## config.mk

```make
export PLATFORM = sky130hd
export DESIGN_NAME = selective_repeat_sender_window_core
export DESIGN_NICKNAME = d
export VERILOG_FILES = /design/src/hdl/srsw_pkg.sv /design/src/hdl/selective_repeat_sender_window_core.sv
export SDC_FILE = /design/constraint.sdc
export NUM_CORES = 1
export LEC_CHECK = 0
export CAP_MARGIN = 20
export CORE_UTILIZATION = 51
export CTS_CLUSTER_SIZE = 8
export DETAILED_ROUTE_END_ITERATION = 10
export DONT_BUFFER_PORTS = 1
export PLACE_DENSITY_LB_ADDON = 0.3
export SYNTH_ARGS = -nofsm -noshare
export SYNTH_HDL_FRONTEND = slang
export SYNTH_SLANG_ARGS = --single-unit
```

## constraint.sdc

```tcl
create_clock -name clk -period 23.5 [get_ports clk]
set_input_delay 3.525 -clock clk [delete_from_list [all_inputs] [get_ports clk]]
set_output_delay 3.525 -clock clk [all_outputs]
set_load 0.005 [all_outputs]
```

## src/hdl/srsw_pkg.sv

```systemverilog
// Shared constants and codes for the selective-repeat sender window.
// No dependencies; imported by selective_repeat_sender_window_core.
package srsw_pkg;

  localparam int WIN_SLOTS    = 4;
  localparam int SEQ_BITS     = 8;
  localparam int PAYLOAD_BITS = 64;

  localparam int SLOT_W = (WIN_SLOTS > 1) ? $clog2(WIN_SLOTS) : 1;

  // Port field widths (fixed by the item format)
  localparam int OP_W      = 2;
  localparam int SEQ_FLD_W = 8;
  localparam int PAY_FLD_W = 64;
  localparam int ACT_W     = 3;

  localparam int IN_TDATA_W  = 72;  // seq_num, payload
  localparam int IN_TUSER_W  = 3;   // op, checksum_ok
  localparam int OUT_TDATA_W = 80;  // out_seq, out_payload, window_full, pad
  localparam int OUT_TUSER_W = 3;   // action

  typedef logic [SEQ_BITS-1:0]     seq_t;
  typedef logic [SLOT_W-1:0]       slot_t;
  typedef logic [PAYLOAD_BITS-1:0] pay_t;

  localparam logic [OP_W-1:0] OP_SEND    = 2'd0;
  localparam logic [OP_W-1:0] OP_ACK     = 2'd1;
  localparam logic [OP_W-1:0] OP_TIMEOUT = 2'd2;

  localparam logic [ACT_W-1:0] ACT_SENT        = 3'd0;
  localparam logic [ACT_W-1:0] ACT_REFUSED     = 3'd1;
  localparam logic [ACT_W-1:0] ACT_ACK_OK      = 3'd2;
  localparam logic [ACT_W-1:0] ACT_ACK_DUP     = 3'd3;
  localparam logic [ACT_W-1:0] ACT_ACK_OUTSIDE = 3'd4;
  localparam logic [ACT_W-1:0] ACT_ACK_CORRUPT = 3'd5;
  localparam logic [ACT_W-1:0] ACT_RESENT      = 3'd6;
  localparam logic [ACT_W-1:0] ACT_TO_IGNORED  = 3'd7;

endpackage

```

## src/hdl/selective_repeat_sender_window_core.sv

```systemverilog
// Selective-repeat ARQ sender window: payload ring memory, ack marks, window slide.
// Depends on srsw_pkg.
//
//  channel | dir | tdata (low bit up)                        | tuser (low bit up)
//  in_     | in  | seq_num[7:0], payload[71:8]               | op[1:0], checksum_ok[2]
//  out_    | out | out_seq[7:0], out_payload[71:8],          | action[2:0]
//          |     | window_full[72], zero[79:73]              |
//
// An item is latched and its payload memory read issued on accept in ST_IDLE;
// in ST_EXEC the core acts on the read data and loads the result register. An ack
// for the window base first goes through ST_SLIDE, which moves the base past each acked slot before loading the result.
// Reset clears window pointers and ack marks; payload slots are written before read.
// A result waiting in the output register does not block the next accept; the
// commit cycle waits while that register is full and out_tready is low.
module selective_repeat_sender_window_core (
  input  logic                              clk,
  input  logic                              rst_n,
  input  logic                              in_tvalid,
  output logic                              in_tready,
  input  logic [srsw_pkg::IN_TDATA_W-1:0]   in_tdata,   // seq_num, payload
  input  logic [srsw_pkg::IN_TUSER_W-1:0]   in_tuser,   // op, checksum_ok
  output logic                              out_tvalid,
  input  logic                              out_tready,
  output logic [srsw_pkg::OUT_TDATA_W-1:0]  out_tdata,  // out_seq, out_payload, window_full
  output logic [srsw_pkg::OUT_TUSER_W-1:0]  out_tuser   // action
);
  import srsw_pkg::*;

  typedef enum logic [1:0] {ST_IDLE, ST_EXEC, ST_SLIDE} state_t;

  state_t                state_r, state_nxt;
  seq_t                  base_r, base_nxt;
  seq_t                  next_r, next_nxt;
  slot_t                 head_r, head_nxt;
  logic                  waiting_r, waiting_nxt;
  logic [WIN_SLOTS-1:0]  acked_r, acked_nxt;

  // latched item
  logic [OP_W-1:0]       op_r;
  seq_t                  seq_r;
  logic                  ck_r;
  pay_t                  pay_r;

  // result register
  logic                  ovalid_r, ovalid_nxt;
  logic [ACT_W-1:0]      oact_r, oact_nxt;
  logic [SEQ_FLD_W-1:0]  oseq_r, oseq_nxt;
  pay_t                  opay_r, opay_nxt;
  logic                  ofull_r, ofull_nxt;

  // payload memory
  pay_t                  mem [WIN_SLOTS];
  pay_t                  rd_data_r;
  slot_t                 rd_addr;
  slot_t                 wr_addr;
  logic                  wr_en;

  seq_t                  outs, in_seq, offset;
  logic                  full, in_win, out_free, accept;
  slot_t                 slot;

  // slot of sequence s: head + (s - base), offset below WIN_SLOTS here
  function automatic slot_t slot_of(input slot_t head, input seq_t off);
    logic [SLOT_W:0] sum;
    begin
      sum = (SLOT_W+1)'(head) + (SLOT_W+1)'(off);
      if (32'(sum) >= 32'(WIN_SLOTS)) sum = sum - (SLOT_W+1)'(WIN_SLOTS);
      slot_of = sum[SLOT_W-1:0];
    end
  endfunction

  function automatic slot_t slot_inc(input slot_t s);
    slot_inc = (32'(s) == WIN_SLOTS - 1) ? '0 : s + slot_t'(1);
  endfunction

  assign in_seq   = seq_t'(in_tdata[SEQ_FLD_W-1:0]);
  assign accept   = in_tvalid && in_tready;
  assign in_tready = (state_r == ST_IDLE);
  assign out_free = !ovalid_r || out_tready;

  assign outs   = next_r - base_r;
  assign full   = 32'(outs) >= 32'(WIN_SLOTS);
  assign offset = seq_r - base_r;
  assign in_win = offset < outs;
  assign slot   = slot_of(head_r, offset);
  assign rd_addr = slot_of(head_r, in_seq - base_r);

  always_comb begin
    state_nxt   = state_r;
    base_nxt    = base_r;
    next_nxt    = next_r;
    head_nxt    = head_r;
    waiting_nxt = waiting_r;
    acked_nxt   = acked_r;
    ovalid_nxt  = ovalid_r && !out_tready;
    oact_nxt    = oact_r;
    oseq_nxt    = oseq_r;
    opay_nxt    = opay_r;
    ofull_nxt   = ofull_r;
    wr_en       = 1'b0;
    wr_addr     = slot_of(head_r, outs);
    case (state_r)
      ST_IDLE: begin
        if (accept) state_nxt = ST_EXEC;
      end
      ST_EXEC: begin
        if (out_free) begin
          state_nxt  = ST_IDLE;
          ovalid_nxt = 1'b1;
          oseq_nxt   = SEQ_FLD_W'(seq_r);
          opay_nxt   = '0;
          ofull_nxt  = waiting_r;
          case (op_r)
            OP_SEND: begin
              oseq_nxt = SEQ_FLD_W'(next_r);
              if (full) begin
                waiting_nxt = 1'b1;
                oact_nxt    = ACT_REFUSED;
                ofull_nxt   = 1'b1;
              end else begin
                wr_en              = 1'b1;
                acked_nxt[wr_addr] = 1'b0;
                next_nxt           = next_r + seq_t'(1);
                waiting_nxt        = 32'(outs) + 1 >= WIN_SLOTS;
                oact_nxt           = ACT_SENT;
                opay_nxt           = pay_r;
                ofull_nxt          = waiting_nxt;
              end
            end
            OP_ACK: begin
              if (!ck_r) begin
                oact_nxt = ACT_ACK_CORRUPT;
              end else if (!in_win) begin
                oact_nxt = ACT_ACK_OUTSIDE;
              end else if (acked_r[slot]) begin
                oact_nxt = ACT_ACK_DUP;
              end else begin
                acked_nxt[slot] = 1'b1;
                if (offset == '0) begin
                  // result goes out once the base has moved
                  state_nxt  = ST_SLIDE;
                  ovalid_nxt = ovalid_r && !out_tready;
                end else begin
                  waiting_nxt = full;
                  oact_nxt    = ACT_ACK_OK;
                  ofull_nxt   = full;
                end
              end
            end
            OP_TIMEOUT: begin
              if (in_win && !acked_r[slot]) begin
                oact_nxt = ACT_RESENT;
                opay_nxt = rd_data_r;
              end else begin
                oact_nxt = ACT_TO_IGNORED;
              end
            end
            default: oact_nxt = ACT_TO_IGNORED;
          endcase
        end
      end
      ST_SLIDE: begin
        if (outs != '0 && acked_r[head_r]) begin
          acked_nxt[head_r] = 1'b0;
          base_nxt          = base_r + seq_t'(1);
          head_nxt          = slot_inc(head_r);
        end else if (out_free) begin
          state_nxt   = ST_IDLE;
          waiting_nxt = full;
          ovalid_nxt  = 1'b1;
          oact_nxt    = ACT_ACK_OK;
          oseq_nxt    = SEQ_FLD_W'(seq_r);
          opay_nxt    = '0;
          ofull_nxt   = full;
        end
      end
      default: state_nxt = ST_IDLE;
    endcase
  end

  always_ff @(posedge clk) begin
    if (!rst_n) begin
      state_r   <= ST_IDLE;
      base_r    <= '0;
      next_r    <= '0;
      head_r    <= '0;
      waiting_r <= 1'b0;
      acked_r   <= '0;
      ovalid_r  <= 1'b0;
    end else begin
      state_r   <= state_nxt;
      base_r    <= base_nxt;
      next_r    <= next_nxt;
      head_r    <= head_nxt;
      waiting_r <= waiting_nxt;
      acked_r   <= acked_nxt;
      ovalid_r  <= ovalid_nxt;
      oact_r    <= oact_nxt;
      oseq_r    <= oseq_nxt;
      opay_r    <= opay_nxt;
      ofull_r   <= ofull_nxt;
      if (accept) begin
        op_r  <= in_tuser[OP_W-1:0];
        ck_r  <= in_tuser[OP_W];
        seq_r <= in_seq;
        pay_r <= pay_t'(in_tdata[SEQ_FLD_W +: PAY_FLD_W]);
      end
    end
  end

  // Write happens in the commit cycle; the next read can be issued no earlier than
  // the cycle after, so no bypass is needed. Read data holds while the commit waits.
  always_ff @(posedge clk) begin
    if (wr_en) mem[wr_addr] <= pay_r;
    if (accept) rd_data_r <= mem[rd_addr];
  end

  assign out_tvalid = ovalid_r;
  assign out_tuser  = oact_r;
  assign out_tdata  = {(OUT_TDATA_W - SEQ_FLD_W - PAY_FLD_W - 1)'(0), ofull_r,
                       PAY_FLD_W'(opay_r), oseq_r};

  a_outs_bound: assert property (@(posedge clk) disable iff (!rst_n)
    32'(outs) <= WIN_SLOTS)
    else $error("outstanding count exceeds window size");

  // during a slide the flag is refreshed only when the slide finishes
  a_wait_full: assert property (@(posedge clk) disable iff (!rst_n)
    (waiting_r && state_r != ST_SLIDE) |-> full)
    else $error("waiting flag set while window not full");

  a_slide_done: assert property (@(posedge clk) disable iff (!rst_n)
    (state_r == ST_IDLE && outs != '0) |-> !acked_r[head_r])
    else $error("acked packet left at window base");

  a_slide_moves: assert property (@(posedge clk) disable iff (!rst_n)
    (state_r == ST_EXEC && state_nxt == ST_SLIDE) |=> (acked_r[head_r] && outs != '0))
    else $error("slide entered without acked base");

endmodule
```

## Word level (Yosys, flattened, before mapping)

Memories as Yosys holds them, arrays and structs flattened. A register that Yosys moved wholly into a read port is not among the register bits.
Cells that the tools add are included.

| word-level totals | value |
|---|---|
| register bits after elaboration | 177 |
| bits in writable memories | 256 |
| input bits | 79 |
| output and inout bits | 85 |
| word-level logic and storage cells | 167 |
| memories kept | 1 |

| operators by class | value |
|---|---|
| add/subtract/negate cells | 13 |
| order comparisons | 12 |
| eq/ne operators | 16 |
| muxes and demuxes | 80 |
| bitwise logic cells | 6 |
| reductions and logical operators | 24 |

Memory list:

| memory | words | width | rd ports | clocked after Yosys merged registers in | wr ports | line | text |
|---|---|---|---|---|---|---|---|
| mem | 4 | 64 | 1 | 1 | 1 | selective_repeat_sender_window_core.sv:52 | `pay_t mem [WIN_SLOTS];` |

Operators with widths:

| cell | number |
|---|---|
| $mux W64 | 5 |
| $pmux W64 S2 | 2 |
| $mux W8 | 4 |
| $mux W1 | 29 |
| $mux W2 | 13 |
| $mux W4 | 6 |
| $mux W3 | 7 |
| $add A8 B1 Y8 const B | 2 |
| $pmux W4 S2 | 2 |
| $pmux W8 S2 | 1 |
| $sub A8 B8 Y8 | 2 |
| $ne A3 B3 Y1 const B | 4 |
| $reduce_and A4 Y1 | 3 |
| $add A2 B3 Y3 | 3 |
| $add A8 B1 Y9 const B | 1 |
| $ge A3 B3 Y1 const B | 3 |
| $ge A9 B3 Y1 const B | 1 |
| $lt A2 B3 Y1 const B | 3 |
| $pmux W3 S3 | 1 |
| $and A4 B4 Y4 | 2 |
| $ge A8 B3 Y1 const B | 1 |
| $logic_not A8 Y1 | 1 |
| $lt A8 B8 Y1 | 1 |
| $ne A2 B2 Y1 const B | 4 |
| 27 further kinds | 50 |

## Logic depth before layout (Yosys ltp)

| logic depth | value |
|---|---|
| word-level depth | 15 |
| mapped depth | 17 |
| mapped depth without buffers | 16 |

## Worst setup path after synthesis

No wires, ideal clock.

| timing path | value |
|---|---|
| path kind | input to register |
| from | input port rst_n |
| to | register ofull_r, enable pin |
| library setup time | 0.684 ns |
| data arrival time | 10.686 ns |
| data required time | 22.816 ns |
| path slack | 12.130 ns |
| stages on the path | 2 |
| buffers on the path | 0 |
| cells stage by stage | inv_1 -> nor4_1 |

| on the way | value |
|---|---|
| longest elaborated chain between the ends | 1 |

RTL lines:

| item | line | text |
|---|---|---|
| from (decl) | selective_repeat_sender_window_core.sv:17 | `input logic rst_n,` |
| $reduce_and A5 Y1 (no line) | -- |  |
| to (signal assigned) | selective_repeat_sender_window_core.sv:201 | `ofull_r <= ofull_nxt;` |
| to (decl) | selective_repeat_sender_window_core.sv:49 | `logic ofull_r, ofull_nxt;` |

No other way between the ends.
A chain may end at the register's enable or synchronous reset.

## Worst setup path in the final report

| timing path | value |
|---|---|
| from | input port out_tready |
| to | memory mem[2][62] (netlist bit), enable pin |

| on the way | value |
|---|---|
| longest elaborated chain between the ends | 5 |

RTL lines:

| item | line | text |
|---|---|---|
| from (decl) | selective_repeat_sender_window_core.sv:23 | `input logic out_tready,` |
| $logic_or A1 B1 Y1 | selective_repeat_sender_window_core.sv:79 | `assign out_free = !ovalid_r \|\| out_tready;` |
| $mux W1 | selective_repeat_sender_window_core.sv:107 | `if (out_free) begin` |
| $mux W1 | selective_repeat_sender_window_core.sv:102 | `case (state_r)` |
| $mux W1 | selective_repeat_sender_window_core.sv:214 | `if (wr_en) mem[wr_addr] <= pay_r;` |
| $mux W1 (not written as such) | selective_repeat_sender_window_core.sv:214 |  |
| to (decl) | selective_repeat_sender_window_core.sv:52 |  |

No other way between the ends.

==> impl_metrics.toml <==
[sta]
fmaxAchievable_ghz = 0.182
fin_crit_sh_pct = 23.3
fin_crit_ps = 5480
fin_setup_tns_ps = 0
slew-limit-headroom_pct = 29.7
slew_violations = 0
rsz0062_at_grt = "no"
finalHoldViolCount = 0
worstMarginPinSlew_ps = 1050
setup_viol_count_final = 0
hold-worst-slack_ps = 501
fin_worst_skew_ps = 17.8

[critical_path]
cpLargestDelayFamily = "simple AND/OR/NAND/NOR gates"
crit_type = "in -> reg"
crit_required_ps = 23700
critPathSlowestCell = "nor2_4"
startpoint = "out_tready"
cp_cell_sequence = "nand2b_1 -> nand2_1 -> nor4_1 -> buf_4 -> nand2_1 -> nor2_4 -> buf_4"
worstSetupStartpointType = "primary input"
cp.depth = 7
cp.buffers_inverters = 2
cp-end-kind = "register"
rr_worst_depth = 11
arrival_ps = 5680
cpPeakStageDelay_ps = 670
r2r_slack_ps = 18740
r2r_start = "base_r[0]"
cp-endpoint = "mem[2][62]"
worstPathMaxFanout = 38
r2r_end = "opay_r[40]"

[cts]
holdBufCountCts = 0
cts_num_sinks = 497
postCtsSetupRepairBufs = 0
htreeDepth = 3
path_clk_slew_ps = 50
cts-buffers-inserted = 72
clockBufferDepth = 3
post_cts_resized = 0
cts_tree = "done"
cts_root_buffer = "clkbuf_16"
clock_latency_ps = 580

[synthesis]
async_flop_share_pct = 0
synthFlopType = "edfxtp_1"
avgSynthCellArea_sq_um = 19.3
netlist_instances = 998
netlist_area_sq_um = 19300
synth_area_leaders = "edfxtp_1 (73%), mux4_2 (7.7%), a22o_1 (3.0%)"
ys_warn_count = 0
synth.most_common_cell = "edfxtp_1"
yosysTopAreaCellShare_pct = 73.4
synth_edf_count = 471
synth-seq-cells = 497
yosysTopAreaCell = "edfxtp_1"
synth_commonest_cells = "edfxtp_1 (471), mux4_2 (66), a22o_1 (65)"
yosysSeqAreaShare_pct = 76.1
synth.distinct_cells = 69

[power]
switching_share_pct = 20.6
peakVddDrop_mv = 0.0635
pwr-share-comb_pct = 2.9
p_per_area_nw_per_um2 = 91.4
p_clk_share_pct = 46.4
leakage_nw = 7.17
p_seq_share_pct = 50.7
p_switching_w = 0.000411
cellInternalPower_w = 0.00158

[grt]
grt-ovfl-total = 0
grt_pass1_vias = 9471
antenna_found_initial = 0
grt_max_degree = 76
grtUsageTotal_pct = 20.0
grt_pass1_wl_mm = 57.3

[placement]
io_buffers = 0
gp_congestion = 0.857
dp_hpwl_mm = 21.0

[detailed_routing]
first_pass_iters = 4
wl_per_cell_um = 23.9
drc = 0
first_iter_violations = 707
wirelength_mm = 37.4
ant_nets = 0
vias = 9184
viasPerCell = 5.88

[die]
die_w_um = 196
io_pins = 164
row_count = 70
die-height_um = 196
start_util_pct = 52.3
dieArea_sq_um = 38600
coreArea_sq_um = 36900

[final_layout]
synthToLayoutAreaGrowth_pct = 13.2
diodes = 0
final_nets = 1155
drive_gt1_share_pct = 18.1

[run_status]
status = "complete, no violations"

[job]
cap_violations = 0

[min_path]
hold_path_class = "reg -> reg"
==> cell usage in the layout, fill, tap and decap left out, drive strengths merged, types with 5 or more instances in the layout <==
master,netlist,routed
nand2,23,23
buf,25,9
a21o,6,6
xnor2,23,23
mux4,66,66
a21oi,18,18
conb,1,7
o211ai,7,7
or2,6,6
o2111ai,6,6
mux2,7,7
nor2b,7,7
clkbuf,19,81
ha,31,31
o21ai,19,19
nand4,10,10
dfxtp,26,26
and3,7,7
a31oi,8,8
nor3,6,6
a211oi,5,5
xor2,12,12
a22o,65,65
inv,27,30
nor2,45,45
edfxtp,471,471
nand2b,9,9
==> cell families after synthesis <==
logic type	after synthesis	synth area share [%]
flops	497	76.1
compound gates	158	6.45
simple gates	128	3.45
mux	74	8.18
buf+inv	71	1.84
xor+xnor	35	1.67
fa+ha+maj	34	2.29
other cells	1	0.0195
==> worst min-delay path, cell delays in order (launching register included) <==
cell and delay (ps):
dfxtp_1 320, o21ai_0 80, a21oi_1 60
==> layer usage <==
| layer | track usage (%) | up-vias | share of wire (%) |
|---|---|---|---|
| li1 | - | 4097 | - |
| met3 | 4.71 | 60 | 6.0 |
| met2 | 30.9 | 302 | 47 |
| met1 | 28.4 | 4725 | 45 |
| met5 | 0 | - | 0 |
| met4 | 6.19 | 0 | 2.0 |
==> worst min-delay path by stage <==
| stage | start | to | depth (start not counted) | slack [ps] |
|---|---|---|---|---|
| 5_1_grt | pay_r[36] | mem[1][36] | 0 | 540 |
| 3_3_place_gp | state_r[1] | state_r[1] | 2 | 490 |
| 6_report | state_r[1] | state_r[1] | 2 | 500 |
| 2_1_floorplan | state_r[1] | state_r[1] | 2 | 470 |
| 4_1_cts | state_r[1] | state_r[1] | 2 | 500 |
| 3_5_place_dp | state_r[1] | state_r[1] | 2 | 490 |
==> metrics by stage <==
step / cell area [sq um] / cells / setup WS [ps] / power (W) / utilization, %
3_5_place_dp: 19800 / 1472 / 17430 / 0.00109 / 53.7
2_1_floorplan: 19300 / 1004 / 12130 / 0.00107 / -
4_1_cts: 21800 / 1561 / 18040 / 0.00201 / 59.1
6_report: 21800 / 1562 / 18020 / 0.00199 / 59.2
5_1_grt: 21800 / 1562 / 17900 / 0.00205 / 59.2
3_3_place_gp: 19800 / 1472 / 17470 / 0.00108 / 53.7
==> power by group through the flow <==
stage | registers, W | clock network [W] | logic (W)
after floorplan | 0.00102 | 0 | 0.0000455
after global placement | 0.00103 | 0 | 0.0000572
after detailed placement | 0.00103 | 0 | 0.0000588
after CTS | 0.00101 | 0.000943 | 0.0000590
after global routing | 0.00101 | 0.000978 | 0.0000640
final | 0.00101 | 0.000925 | 0.0000584
==> sequential cells by signal (all words and copies together) (netlist names) <==
register,count
out_tvalid,1
mem,256
base_r,8
rd_data_r,64
head_r,2
oseq_r,8
out_tuser,3
next_r,8
ofull_r,1
seq_r,8
opay_r,64
op_r,2
acked_r,4
state_r,2
waiting_r,1
ck_r,1
pay_r,64
==> cell type report <==
cell class | count | area [sq um]
fill | 2635 | 15100
sequential | 497 | 14700
multi-input combinational | 436 | 4340
clock buffer | 81 | 1850
tap | 504 | 631
clock inverter | 8 | 160
inverter | 27 | 101
timing repair buffer | 9 | 80.1
Power figures use the tool's default switching activity.
